`src/hdl/u16u8_pkg.sv`:
```
// Shared types and constants for the UTF-16 to UTF-8 encoder.
// Used by the interfaces, the encoder, the byte queue and the top level.
// Depends on nothing.
package u16u8_pkg;

  // Widths of the channel payloads.
  localparam int UNIT_W = 16;
  localparam int BYTE_W = 8;

  // Largest number of bytes one code unit can cause, and the counter width.
  localparam int MAX_BYTES = 4;
  localparam int CNT_W     = $clog2(MAX_BYTES + 1);

  // Code unit boundaries.
  localparam logic [UNIT_W-1:0] ONE_BYTE_MAX = 16'h007F;
  localparam logic [UNIT_W-1:0] TWO_BYTE_MAX = 16'h07FF;
  localparam logic [UNIT_W-1:0] SUR_FIRST    = 16'hD800;
  localparam logic [UNIT_W-1:0] SUR_LAST     = 16'hDFFF;
  localparam logic [UNIT_W-1:0] NONCHAR_FE   = 16'hFFFE;
  localparam logic [UNIT_W-1:0] NONCHAR_FF   = 16'hFFFF;

  // Lead and continuation byte marks.
  localparam logic [BYTE_W-1:0] LEAD_FOUR = 8'hF0;
  localparam logic [BYTE_W-1:0] LEAD_THREE = 8'hE0;
  localparam logic [BYTE_W-1:0] LEAD_TWO  = 8'hC0;
  localparam logic [BYTE_W-1:0] CONT_MARK = 8'h80;

  // Replacement character U+FFFD as UTF-8.
  localparam logic [BYTE_W-1:0] REPL_B0 = 8'hEF;
  localparam logic [BYTE_W-1:0] REPL_B1 = 8'hBF;
  localparam logic [BYTE_W-1:0] REPL_B2 = 8'hBD;

  // Offset added to a surrogate pair's 20 payload bits.
  localparam logic [20:0] PAIR_BASE = 21'h10000;

  // Bytes caused by one code unit; entry 0 goes out first.
  typedef struct packed {
    logic [MAX_BYTES-1:0][BYTE_W-1:0] bytes;
    logic [CNT_W-1:0]                 count;
  } enc_result_t;

endpackage

```
`src/hdl/u16u8_ifs.sv`:
```
// Valid/ready channel interfaces for code units in and UTF-8 bytes out.
// Depends on u16u8_pkg.
interface u16u8_unit_if;
  logic                          valid;
  logic                          ready;
  logic [u16u8_pkg::UNIT_W-1:0]  code_unit;
  logic                          end_of_string;

  modport source (output valid, output code_unit, output end_of_string, input ready);
  modport sink   (input valid, input code_unit, input end_of_string, output ready);
endinterface

interface u16u8_byte_if;
  logic                          valid;
  logic                          ready;
  logic [u16u8_pkg::BYTE_W-1:0]  out_byte;
  logic                          last_byte;

  modport source (output valid, output out_byte, output last_byte, input ready);
  modport sink   (input valid, input out_byte, input last_byte, output ready);
endinterface

```
`src/hdl/u16u8_encoder.sv`:
```
// Converts one registered code unit into up to four UTF-8 bytes and keeps the
// pending surrogate state between units.
// Depends on u16u8_pkg.
module u16u8_encoder (
  input  logic                         clk,
  input  logic                         rst,
  input  logic                         advance,
  input  logic [u16u8_pkg::UNIT_W-1:0] code_unit,
  input  logic                         end_of_string,
  output u16u8_pkg::enc_result_t       result
);

  logic       pending;
  logic [9:0] held;
  logic       pending_next;
  logic [9:0] held_next;
  logic       is_sur;
  logic [20:0] cp;

  // Surrogate detection and pair code point.
  assign is_sur = (code_unit >= u16u8_pkg::SUR_FIRST) && (code_unit <= u16u8_pkg::SUR_LAST);
  assign cp     = u16u8_pkg::PAIR_BASE + {1'b0, held, code_unit[9:0]};

  // Byte generation and next surrogate state.
  always_comb begin
    result       = '0;
    pending_next = pending;
    held_next    = held;
    if (pending) begin
      pending_next = 1'b0;
      held_next    = '0;
      if (is_sur) begin
        result.bytes[0] = u16u8_pkg::LEAD_FOUR | {5'b0, cp[20:18]};
        result.bytes[1] = u16u8_pkg::CONT_MARK | {2'b0, cp[17:12]};
        result.bytes[2] = u16u8_pkg::CONT_MARK | {2'b0, cp[11:6]};
        result.bytes[3] = u16u8_pkg::CONT_MARK | {2'b0, cp[5:0]};
        result.count    = u16u8_pkg::CNT_W'(4);
      end else begin
        result.bytes[0] = u16u8_pkg::REPL_B0;
        result.bytes[1] = u16u8_pkg::REPL_B1;
        result.bytes[2] = u16u8_pkg::REPL_B2;
        result.count    = u16u8_pkg::CNT_W'(3);
      end
    end else if (code_unit <= u16u8_pkg::ONE_BYTE_MAX) begin
      result.bytes[0] = code_unit[7:0];
      result.count    = u16u8_pkg::CNT_W'(1);
    end else if (code_unit <= u16u8_pkg::TWO_BYTE_MAX) begin
      result.bytes[0] = u16u8_pkg::LEAD_TWO | {3'b0, code_unit[10:6]};
      result.bytes[1] = u16u8_pkg::CONT_MARK | {2'b0, code_unit[5:0]};
      result.count    = u16u8_pkg::CNT_W'(2);
    end else if (is_sur) begin
      if (end_of_string) begin
        result.bytes[0] = u16u8_pkg::REPL_B0;
        result.bytes[1] = u16u8_pkg::REPL_B1;
        result.bytes[2] = u16u8_pkg::REPL_B2;
        result.count    = u16u8_pkg::CNT_W'(3);
      end else begin
        pending_next = 1'b1;
        held_next    = code_unit[9:0];
      end
    end else if ((code_unit == u16u8_pkg::NONCHAR_FE) ||
                 (code_unit == u16u8_pkg::NONCHAR_FF)) begin
      result.count = '0;
    end else begin
      result.bytes[0] = u16u8_pkg::LEAD_THREE | {4'b0, code_unit[15:12]};
      result.bytes[1] = u16u8_pkg::CONT_MARK | {2'b0, code_unit[11:6]};
      result.bytes[2] = u16u8_pkg::CONT_MARK | {2'b0, code_unit[5:0]};
      result.count    = u16u8_pkg::CNT_W'(3);
    end
    // The end of a string always drops a held surrogate.
    if (end_of_string) begin
      pending_next = 1'b0;
      held_next    = '0;
    end
  end

  // Surrogate state advances only when the unit moves on.
  always_ff @(posedge clk) begin
    if (rst) begin
      pending <= 1'b0;
      held    <= '0;
    end else if (advance) begin
      pending <= pending_next;
      held    <= held_next;
    end
  end

  // A unit that ends the string leaves nothing held.
  a_eos_clears: assert property (@(posedge clk) disable iff (rst)
    advance && end_of_string |=> !pending && (held == '0))
    else $error("surrogate still held after end of string");

  // A pending surrogate is always resolved by the next unit.
  a_pair_resolves: assert property (@(posedge clk) disable iff (rst)
    advance && pending |-> (result.count == u16u8_pkg::CNT_W'(4)) ||
                           (result.count == u16u8_pkg::CNT_W'(3)))
    else $error("pending surrogate not resolved");

endmodule

```
`src/hdl/u16u8_byte_queue.sv`:
```
// Holds the bytes of one converted code unit and hands them out one per cycle while byte_out is ready.
// Depends on u16u8_pkg and u16u8_byte_if.
module u16u8_byte_queue (
  input  logic                   clk,
  input  logic                   rst,
  input  logic                   load,
  input  u16u8_pkg::enc_result_t result,
  output logic                   can_load,
  u16u8_byte_if.source           byte_out
);

  logic [u16u8_pkg::MAX_BYTES-1:0][u16u8_pkg::BYTE_W-1:0] bytes;
  logic [u16u8_pkg::CNT_W-1:0]                            cnt;
  logic                                                   pop;

  // A new group may enter when the queue is empty or its last byte leaves now.
  assign pop      = (cnt != '0) && byte_out.ready;
  assign can_load = (cnt == '0) || ((cnt == u16u8_pkg::CNT_W'(1)) && byte_out.ready);

  assign byte_out.valid     = (cnt != '0);
  assign byte_out.out_byte  = bytes[0];
  assign byte_out.last_byte = (cnt == u16u8_pkg::CNT_W'(1));

  // Byte count.
  always_ff @(posedge clk) begin
    if (rst) begin
      cnt <= '0;
    end else if (load) begin
      cnt <= result.count;
    end else if (pop) begin
      cnt <= cnt - u16u8_pkg::CNT_W'(1);
    end
  end

  // Byte storage; the head byte shifts out on each pop.
  always_ff @(posedge clk) begin
    if (load) begin
      bytes <= result.bytes;
    end else if (pop) begin
      bytes <= {u16u8_pkg::BYTE_W'(0), bytes[u16u8_pkg::MAX_BYTES-1:1]};
    end
  end

  // The count never exceeds the longest sequence.
  a_cnt_bound: assert property (@(posedge clk) disable iff (rst)
    cnt <= u16u8_pkg::CNT_W'(u16u8_pkg::MAX_BYTES))
    else $error("byte count out of range");

  // A pop in the middle of a group removes exactly one byte.
  a_cnt_step: assert property (@(posedge clk) disable iff (rst)
    pop && (cnt > u16u8_pkg::CNT_W'(1)) |=> cnt == $past(cnt) - u16u8_pkg::CNT_W'(1))
    else $error("byte count did not step down by one");

endmodule

```
`src/hdl/utf16_to_utf8_encoder.sv`:
```
// Top level of the UTF-16 to UTF-8 encoder: input register, encoder, byte queue.
// Depends on u16u8_pkg, u16u8_ifs, u16u8_encoder and u16u8_byte_queue.
//
// Usage:
//   unit_in takes one UTF-16 code unit per item, with end_of_string set on
//   the last unit of a string. byte_out gives UTF-8 bytes one per item, with
//   last_byte set on the final byte caused by a code unit.
//   Order: a unit taken on unit_in is first held in the input register; the
//   encoder converts it combinationally, and it is loaded into the byte queue
//   once the queue has room, from where its first byte is offered on byte_out.
//   Throughput: one unit per cycle for ASCII text while the receiver keeps
//   ready high; a unit that gives several bytes holds the byte queue until its
//   last byte leaves, and no new unit is loaded before then; units that give
//   no byte (a held first surrogate, U+FFFE, U+FFFF) load an empty group.
//   While the receiver holds ready low, the offered byte stays put, the queue
//   stops, and unit_in drops ready once the input register is full.
//   Reset (synchronous, active high) empties both stages and forgets any
//   held surrogate.
module utf16_to_utf8_encoder (
  input  logic         clk,
  input  logic         rst,
  u16u8_unit_if.sink   unit_in,
  u16u8_byte_if.source byte_out
);

  logic                         a_valid;
  logic [u16u8_pkg::UNIT_W-1:0] a_unit;
  logic                         a_eos;
  logic                         can_load;
  logic                         a_move;
  u16u8_pkg::enc_result_t       result;

  // The registered unit moves into the byte queue when it has room.
  assign a_move        = a_valid && can_load;
  assign unit_in.ready = !a_valid || can_load;

  // Input register: valid flag.
  always_ff @(posedge clk) begin
    if (rst) begin
      a_valid <= 1'b0;
    end else if (unit_in.valid && unit_in.ready) begin
      a_valid <= 1'b1;
    end else if (a_move) begin
      a_valid <= 1'b0;
    end
  end

  // Input register: payload.
  always_ff @(posedge clk) begin
    if (unit_in.valid && unit_in.ready) begin
      a_unit <= unit_in.code_unit;
      a_eos  <= unit_in.end_of_string;
    end
  end

  u16u8_encoder u_encoder (
    .clk           (clk),
    .rst           (rst),
    .advance       (a_move),
    .code_unit     (a_unit),
    .end_of_string (a_eos),
    .result        (result)
  );

  u16u8_byte_queue u_queue (
    .clk      (clk),
    .rst      (rst),
    .load     (a_move),
    .result   (result),
    .can_load (can_load),
    .byte_out (byte_out)
  );

  // A four-byte group starts with a four-byte lead.
  a_four_lead: assert property (@(posedge clk) disable iff (rst)
    a_move && (result.count == u16u8_pkg::CNT_W'(4)) |=>
      byte_out.valid && (byte_out.out_byte[7:3] == 5'b11110) && !byte_out.last_byte)
    else $error("four-byte group without proper lead byte");

  // A held unit that cannot move keeps the input side closed.
  a_hold_blocks: assert property (@(posedge clk) disable iff (rst)
    a_valid && !can_load |-> !unit_in.ready)
    else $error("input accepted while the register is blocked");

endmodule

```
`src/flat_wrapper.sv`:
```
// flat-port wrapper written by rule: the top's interface ports become plain ports
module utf16_to_utf8_encoder_flat 
  (clk, rst, unit_in_valid, unit_in_code_unit, unit_in_end_of_string, unit_in_ready, byte_out_valid, byte_out_out_byte, byte_out_last_byte, byte_out_ready);
  u16u8_unit_if unit_in_i ();
  u16u8_byte_if byte_out_i ();
  input  logic clk;
  input  logic rst;
  input wire logic [$bits(unit_in_i.valid)-1:0] unit_in_valid;
  input wire logic [$bits(unit_in_i.code_unit)-1:0] unit_in_code_unit;
  input wire logic [$bits(unit_in_i.end_of_string)-1:0] unit_in_end_of_string;
  output wire logic [$bits(unit_in_i.ready)-1:0] unit_in_ready;
  output wire logic [$bits(byte_out_i.valid)-1:0] byte_out_valid;
  output wire logic [$bits(byte_out_i.out_byte)-1:0] byte_out_out_byte;
  output wire logic [$bits(byte_out_i.last_byte)-1:0] byte_out_last_byte;
  input wire logic [$bits(byte_out_i.ready)-1:0] byte_out_ready;
  assign unit_in_i.valid = unit_in_valid;
  assign unit_in_i.code_unit = unit_in_code_unit;
  assign unit_in_i.end_of_string = unit_in_end_of_string;
  assign unit_in_ready = unit_in_i.ready;
  assign byte_out_valid = byte_out_i.valid;
  assign byte_out_out_byte = byte_out_i.out_byte;
  assign byte_out_last_byte = byte_out_i.last_byte;
  assign byte_out_i.ready = byte_out_ready;
  utf16_to_utf8_encoder u_core (.clk(clk), .rst(rst), .unit_in(unit_in_i), .byte_out(byte_out_i));
endmodule
```
`config.mk`:
```
export PLATFORM = sky130hd
export DESIGN_NAME = utf16_to_utf8_encoder_flat
export DESIGN_NICKNAME = d
export VERILOG_FILES = /design/src/hdl/u16u8_pkg.sv /design/src/hdl/u16u8_ifs.sv /design/src/hdl/u16u8_encoder.sv /design/src/hdl/u16u8_byte_queue.sv /design/src/hdl/utf16_to_utf8_encoder.sv /design/src/flat_wrapper.sv
export SDC_FILE = /design/constraint.sdc
export NUM_CORES = 1
export LEC_CHECK = 0
export ABC_AREA = 0
export ABC_CLOCK_PERIOD_IN_PS = 5300
export BUFFER_PORTS_ARGS = -buffer_cell sky130_fd_sc_hd__buf_2
export CAP_MARGIN = 10
export CORE_UTILIZATION = 33
export DETAILED_ROUTE_END_ITERATION = 12
export PLACE_DENSITY = 0.52
export SETUP_SLACK_MARGIN = 0.5
export SLEW_MARGIN = 40
export SYNTH_ARGS = -nofsm -noshare
export SYNTH_HDL_FRONTEND = slang
export SYNTH_SLANG_ARGS = --single-unit
```
`constraint.sdc`:
```
create_clock -name clk -period 5.3 [get_ports clk]
set_input_delay 0 -clock clk [delete_from_list [all_inputs] [get_ports clk]]
set_output_delay 0 -clock clk [all_outputs]
set_load 0.01 [all_outputs]
```
==> impl_results.md, run 1 <==
* Worst Path Arrival at about 2.3 ns
* Distinct cells, synth at 56
* Post-synthesis simple-gate area fraction at 0.157
* Routed WL at approximately 7.9 mm
* Crit path capture type: flip-flop
* Register area share after synthesis at 0.544
* Final nets at ~350
* RSZ-0062 raised after global routing: false
* Routability cong. at between 0.8 and 0.9
* Tmin final at about 2.2 ns
* Starting density of the core at 0.348
* R2R Setup Slk at 3.07 ns
* Multiplexer share of the synthesized area at 0
* CTS-repair resized insts at 0
* DRT Pass-1 Iters at 7
* Final setup violation count at 0
* Final worst-path cycle share at 0.420
* Post-layout power at roughly 1.8 mW
* Number of flops mapped to enable cells by yosys at between 40 and 50
* Placed Area at 3300 um^2
* Syn_nets at 300
* Endpoints failing hold at 0
* Clock root cell: clkbuf_8
* Layout area overhead at 19.4%
* DR vias at between 2000 and 2500
* Pin count of the biggest net entering global routing at 33
* CTS tree: built
* Vias in the first global route at about 2300
* Clock sinks at a little over 60
* Total grt overflow at 0
* Clock slew at reported path FFs at around 0.070 ns
* CP max FO at 12
* DRC violations left at 0
* DP Wirelength at ~5.3 mm
* Die Wd at between 90 and 100 um
* Full die area at roughly 9800 um^2
* Global-route wire length before repair at ~13 mm
* Post-synthesis instance area at slightly above 3000 um^2
* Max-slew violation count at 0
* Post-Synthesis Cells at roughly 280
* Main synth FF type: edfxtp_1
* Maximum vdd drop at 186 uV
* Initial antenna violation count at 0
* Routed wire per std cell at 18.3 um
* Setup TNS Final at 0 ns
* 1st-iter DRT viols at 188
* Post-Synth XOR/XNOR Area at 0.00567
* Postcts setup bufs at 0
* Yosys warnings at 0
* Post-DRT Antenna Nets at 0
* Clk Latency, worst-skew pair at between 0.3 and 0.4 ns
* CP Launch Type: flip-flop
* Share of cells above drive strength 1 at 0.197
* CTS H-tree depth at 3
* TritonCTS Buffers at 9
* Worst setup path class: reg2reg
* Compound-Gate Fraction of Synth Area at 0.232
* Input/output buffers at 31
* Post-synth ARST share at 0
* Die H at ~99 um
* Clock Skew at approximately 0.011 ns
* Status: complete, no violations
* Pwr per Cell Area at approximately 480 nW/um^2
* Fin Hold WS at between 0.02 and 0.025 ns
* GRT Resource Usage Total at 0.173
* Row count at 34
* Layout Cells excl Fill at 433
* P_leak at approximately 1.3 nW
* Fillers at approximately 840
* FF+latch count, synth at 61
* Area of the core at 8890 um^2
* Worst endpoint required time at ~5.4 ns
* Placed cell count at between 300 and 400
* Slew HR at 0.492
* IO Count at 32
* HP Class: in2reg
* Post-route cell area at roughly 3700 um^2
* Post-Synth Adder-Cell Area at 0.0162
* Clock Path Buffers at 2
* Mean cell area of the mapped netlist at 11.2 um^2
* N_diodes at 0
* Slew @ Worst Pin at roughly 0.76 ns
* Max capacitance violation total at 0
* Largest family of logic cells by synthesized area: compound AO/OA/AOI/OAI gates
* Fmax at 0.449 GHz
* Drt via density at approximately 5.6
[through the flow]
stage,util,setup WS (ns)
3_3_place_gp,0.370,3.16
4_1_cts,0.415,3.08
3_5_place_dp,0.371,3.07
6_report,0.415,3.07
2_1_floorplan,-,3.02
5_1_grt,0.415,2.85
[layout make-up]
cell class,instances,area (um^2),area share
clock inverter,7,66.3,0.0180
clock buffer,9,124,0.0336
tap,108,135,0.0366
inverter,7,26.3,0.00712
timing repair buffer,53,370,0.100
multi-input combinational,188,1290,0.349
sequential,61,1680,0.456
[what timing repair did]
action                     in CTS  in global routing
hold endpoints to repair       22                  0
hold buffers                   20                  0
setup endpoints to repair       0                  0
[synth_stat cells (4+ instances only)]
cell	number	area, um^2
edfxtp_1	46	1380
nand2_1	22	82.6
o21ai_0	22	110
a21oi_1	16	80.1
dfxtp_1	15	300
and2_1	12	75.1
nand3_1	11	55.1
nor2_1	11	41.3
a22o_1	10	87.6
buf_4	8	60.1
buf_2	7	35.0
inv_1	7	26.3
o221ai_1	7	61.3
o211ai_1	6	45.0
a31oi_1	4	25.0
and4_1	4	35.0
ha_1	4	50.1
nand2b_1	4	25.0
o21a_1	4	30.0
o311ai_0	4	35.0
[placed cells by master (no fill, tap or decap), drive strengths merged, types with 3 or more instances in the layout]
master	count
a211oi	4
a21oi	17
a221oi	3
a22o	10
a31oi	4
and2	12
and4	4
buf	33
clkbuf	9
clkinv	4
dfxtp	15
dlygate4sd3	20
edfxtp	46
ha	4
inv	7
nand2	22
nand2b	4
nand3	11
nand4	3
nor2	12
nor2b	3
nor3	4
o211ai	6
o21a	4
o21ai	25
o221ai	7
o311ai	4
[where the power goes]
group / switching, mW / internal (mW)
clock network: 0.191 / 0.214
registers: 0.0873 / 0.730
logic: 0.348 / 0.209
total: 0.626 / 1.15
[per-layer routing]
| metal | share of wire | routed length (um) | vias to the layer above | track usage |
|---|---|---|---|---|
| met3 | 0.067 | 534 | 23 | 0.0489 |
| met4 | 0.021 | 167 | 0 | 0.0620 |
| met2 | 0.43 | 3400 | 111 | 0.250 |
| li1 | - | - | 1158 | - |
| met1 | 0.48 | 3820 | 1149 | 0.248 |
| met5 | 0 | 0 | - | 0 |
[worst paths after layout]
path	startpoint	to	cells after the start
max	u_core.a_unit[15]	u_core.u_queue.bytes[16]	4
min	byte_out_ready	u_core.u_queue.cnt[2]	4
max reg2reg	u_core.a_unit[15]	u_core.u_queue.bytes[16]	4
min reg2reg	u_core.u_encoder.held[2]	u_core.u_encoder.held[2]	1
[worst max-delay path, cell delays in order, from the launching register on]
cell	delay, ns
edfxtp_1	0.48
nor4_4	0.40
nand2_1	0.36
a221oi_4	0.57
o21ai_0	0.16
[sequential cells by signal (all words and copies together), names as in the netlist]
signal,flops
u_core.a_eos,1
u_core.u_encoder.held,10
u_core.a_valid,1
u_core.u_queue.byte_out.out_byte,8
u_core.u_queue.bytes,21
u_core.a_unit,16
u_core.u_encoder.pending,1
u_core.u_queue.cnt,3
[cell families (layout without fill, tap and decap cells)]
kind of cell,count (synthesis),count (layout)
compound gates,98,98
flops,61,61
simple gates,84,84
fa+ha+maj,4,4
xor+xnor,2,2
buf+inv,26,76
Power figures use the tool's default switching activity.
==> inputs of run 2 (changes only) <==
Settings changed: ABC_CLOCK_PERIOD_IN_PS 5300 to 1900, PLACE_DENSITY 0.52 to 0.54.
Clock period 5.3 ns to 1.9 ns, I/O delays scaled along.
==> impl_results.md, run 2 (synthesis results as in run 1) <==
* Status: complete, no violations
* Worst Path Arrival at 1.97 ns (-0.33 ns)
* Die Wd at 98.8 um (unchanged)
* Endpoints failing hold at 0 (unchanged)
* Worst setup path class: reg2reg
* CP Launch Type: flip-flop
* Post-layout power at 6.75 mW (+280%)
* Regs by FF count: u_core.u_queue.bytes x21, u_core.a_unit x16, u_core.u_encoder.held x10
* HP Class: in2reg
* Max-slew violation count at 0 (unchanged)
* CP max FO at 4 (-8)
* Post-route cell area at 4980 um^2 (+35%)
* Fin Hold WS at 0.193 ns (+0.171 ns)
* Final worst-path cycle share at 0.986 (+0.566)
* Util after Layout at 0.560 (+0.145)
* Clk Latency, worst-skew pair at 0.35 ns (about the same)
* DR vias at 2946 (+21%)
* DRC violations left at 0 (unchanged)
* Slew @ Worst Pin at 0.534 ns (-0.227 ns)
* RSZ-0062 raised after global routing: true
* IO Count at 32 (unchanged)
* Placed cell count at 443 (+12%)
* Most frequent cells in the layout: buf_4 (50), edfxtp_1 (46), buf_6 (35)
* Worst endpoint required time at 2.00 ns (-3.37 ns)
* Post-DRT Antenna Nets at 0 (unchanged)
* Crit-path max cell delay at 0.42 ns (-0.15 ns)
* P_leak at 1.91 nW (+43%)
* Critical-path cell list: buf_6, nor4_4, nand2_2, a221oi_4, buf_6, o21ai_1
* CTS H-tree depth at 3 (unchanged)
* Setup TNS Final at 0 ns (unchanged)
* Area of the core at 8890 um^2 (unchanged)
* Drt via density at 5.63 (about the same)
* Top reg by flops: u_core.u_queue.bytes
* Placed Area at 3730 um^2 (+13%)
* Clock Path Buffers at 2 (unchanged)
* Crit path capture type: flip-flop
* Clock sinks at 61 (unchanged)
* Global-route wire length before repair at 15.2 mm (+22%)
* Row count at 34 (unchanged)
* Pwr per Cell Area at 1360 nW/um^2 (+180%)
* Input/output buffers at 31 (unchanged)
* Vias in the first global route at 2906 (+29%)
* Layout area overhead at 61.1%
* TritonCTS Buffers at 9 (unchanged)
* Initial antenna violation count at 0 (unchanged)
* Tmin final at 1.87 ns (-0.354 ns)
* Pre-CTS WS at -0.0129 ns (-3.09 ns)
* GRT Resource Usage Total at 0.207 (+0.0340)
* Slowest-stage cell, CP: edfxtp_1
* Fmax at 0.534 GHz (+19%)
* Die H at 98.8 um (unchanged)
* Clock Skew at 0.00733 ns (-0.00406 ns)
* Clock slew at reported path FFs at 0.07 ns (about the same)
* Full die area at 9760 um^2 (unchanged)
* Max capacitance violation total at 0 (unchanged)
* Routed WL at 9.94 mm (+26%)
* Number of flip-flops in the largest register at 21 (unchanged)
* Starting density of the core at 0.348 (unchanged)
* Fillers at 694 (-17%)
* 1st-iter DRT viols at 255 (+36%)
* Slew HR at 0.640 (+0.147)
* Final setup margin at 0.0263 ns (-3.05 ns)
* Layout Cells excl Fill at 523 (+21%)
* Most used cell, CP: buf_6
* Final setup violation count at 0 (unchanged)
* DP Wirelength at 5.87 mm (+10%)
* N_diodes at 0 (unchanged)
* Routed wire per std cell at 19.0 um (+3.9%)
* Total grt overflow at 0 (unchanged)
* DRT Pass-1 Iters at 6 (-1)
* CTS tree: built
* Pin count of the biggest net entering global routing at 18 (-45%)
* Clock root cell: clkbuf_8
* Routability cong. at 0.882 (-0.48%)
* Final nets at 435 (+26%)
* Maximum vdd drop at 515 uV (+180%)
* Commonest non-fill, non-tap cell in the layout: buf_4
* Share of cells above drive strength 1 at 0.513 (+0.316)
[run 2: power breakdown]
group	switching, mW	internal (mW)	total, mW
sequential	0.178	2.04	2.22
clock	0.527	0.640	1.17
combinational	1.67	1.70	3.37
total	2.38	4.38	6.75
[run 2: layout make-up]
class / count / area, um^2 / area share
clock inverters: 4 / 48.8 / 0.00980
flip-flops and latches: 61 / 1690 / 0.339
well taps: 108 / 135 / 0.0271
repair buffers: 139 / 1220 / 0.246
clock buffers: 12 / 145 / 0.0291
inverters: 7 / 31.3 / 0.00628
multi-input cells: 192 / 1710 / 0.343
[run 2: routing by layer]
metal  share of wire  global-route usage  vias up
li1                -                   -     1346
met1            0.42               0.255     1420
met2            0.47               0.330      146
met3           0.063              0.0496       34
met4           0.044               0.126        0
met5               0                   0        -
[run 2: path summary, 6_finish.rpt]
kind | slack, ns | from | cells after the start | endpoint
worst max register to register | 0.03 | u_core.a_unit[14] | 6 | u_core.u_queue.bytes[18]
worst max-delay path | 0.03 | u_core.a_unit[14] | 6 | u_core.u_queue.bytes[18]
worst min-delay path | 0.19 | byte_out_ready | 4 | u_core.u_queue.cnt[2]
worst min register to register | 0.49 | u_core.u_encoder.held[2] | 1 | u_core.u_encoder.held[2]
[run 2: timing repair]
item                                    in CTS  in global routing
gates resized for setup                     66                 43
endpoints found under the setup margin      90                 93
hold endpoints to repair                    22                  0
setup buffers                               30                 10
hold buffers                                19                  0
cloned                                       4                  1
pin swaps                                   35                 27
[run 2: critical path: cells and delay by family (launching register included)]
kind | cells | cell delay (ns)
flops | 1 | 0.42
compound gates | 2 | 0.43
simple gates | 2 | 0.46
buf+inv | 2 | 0.31
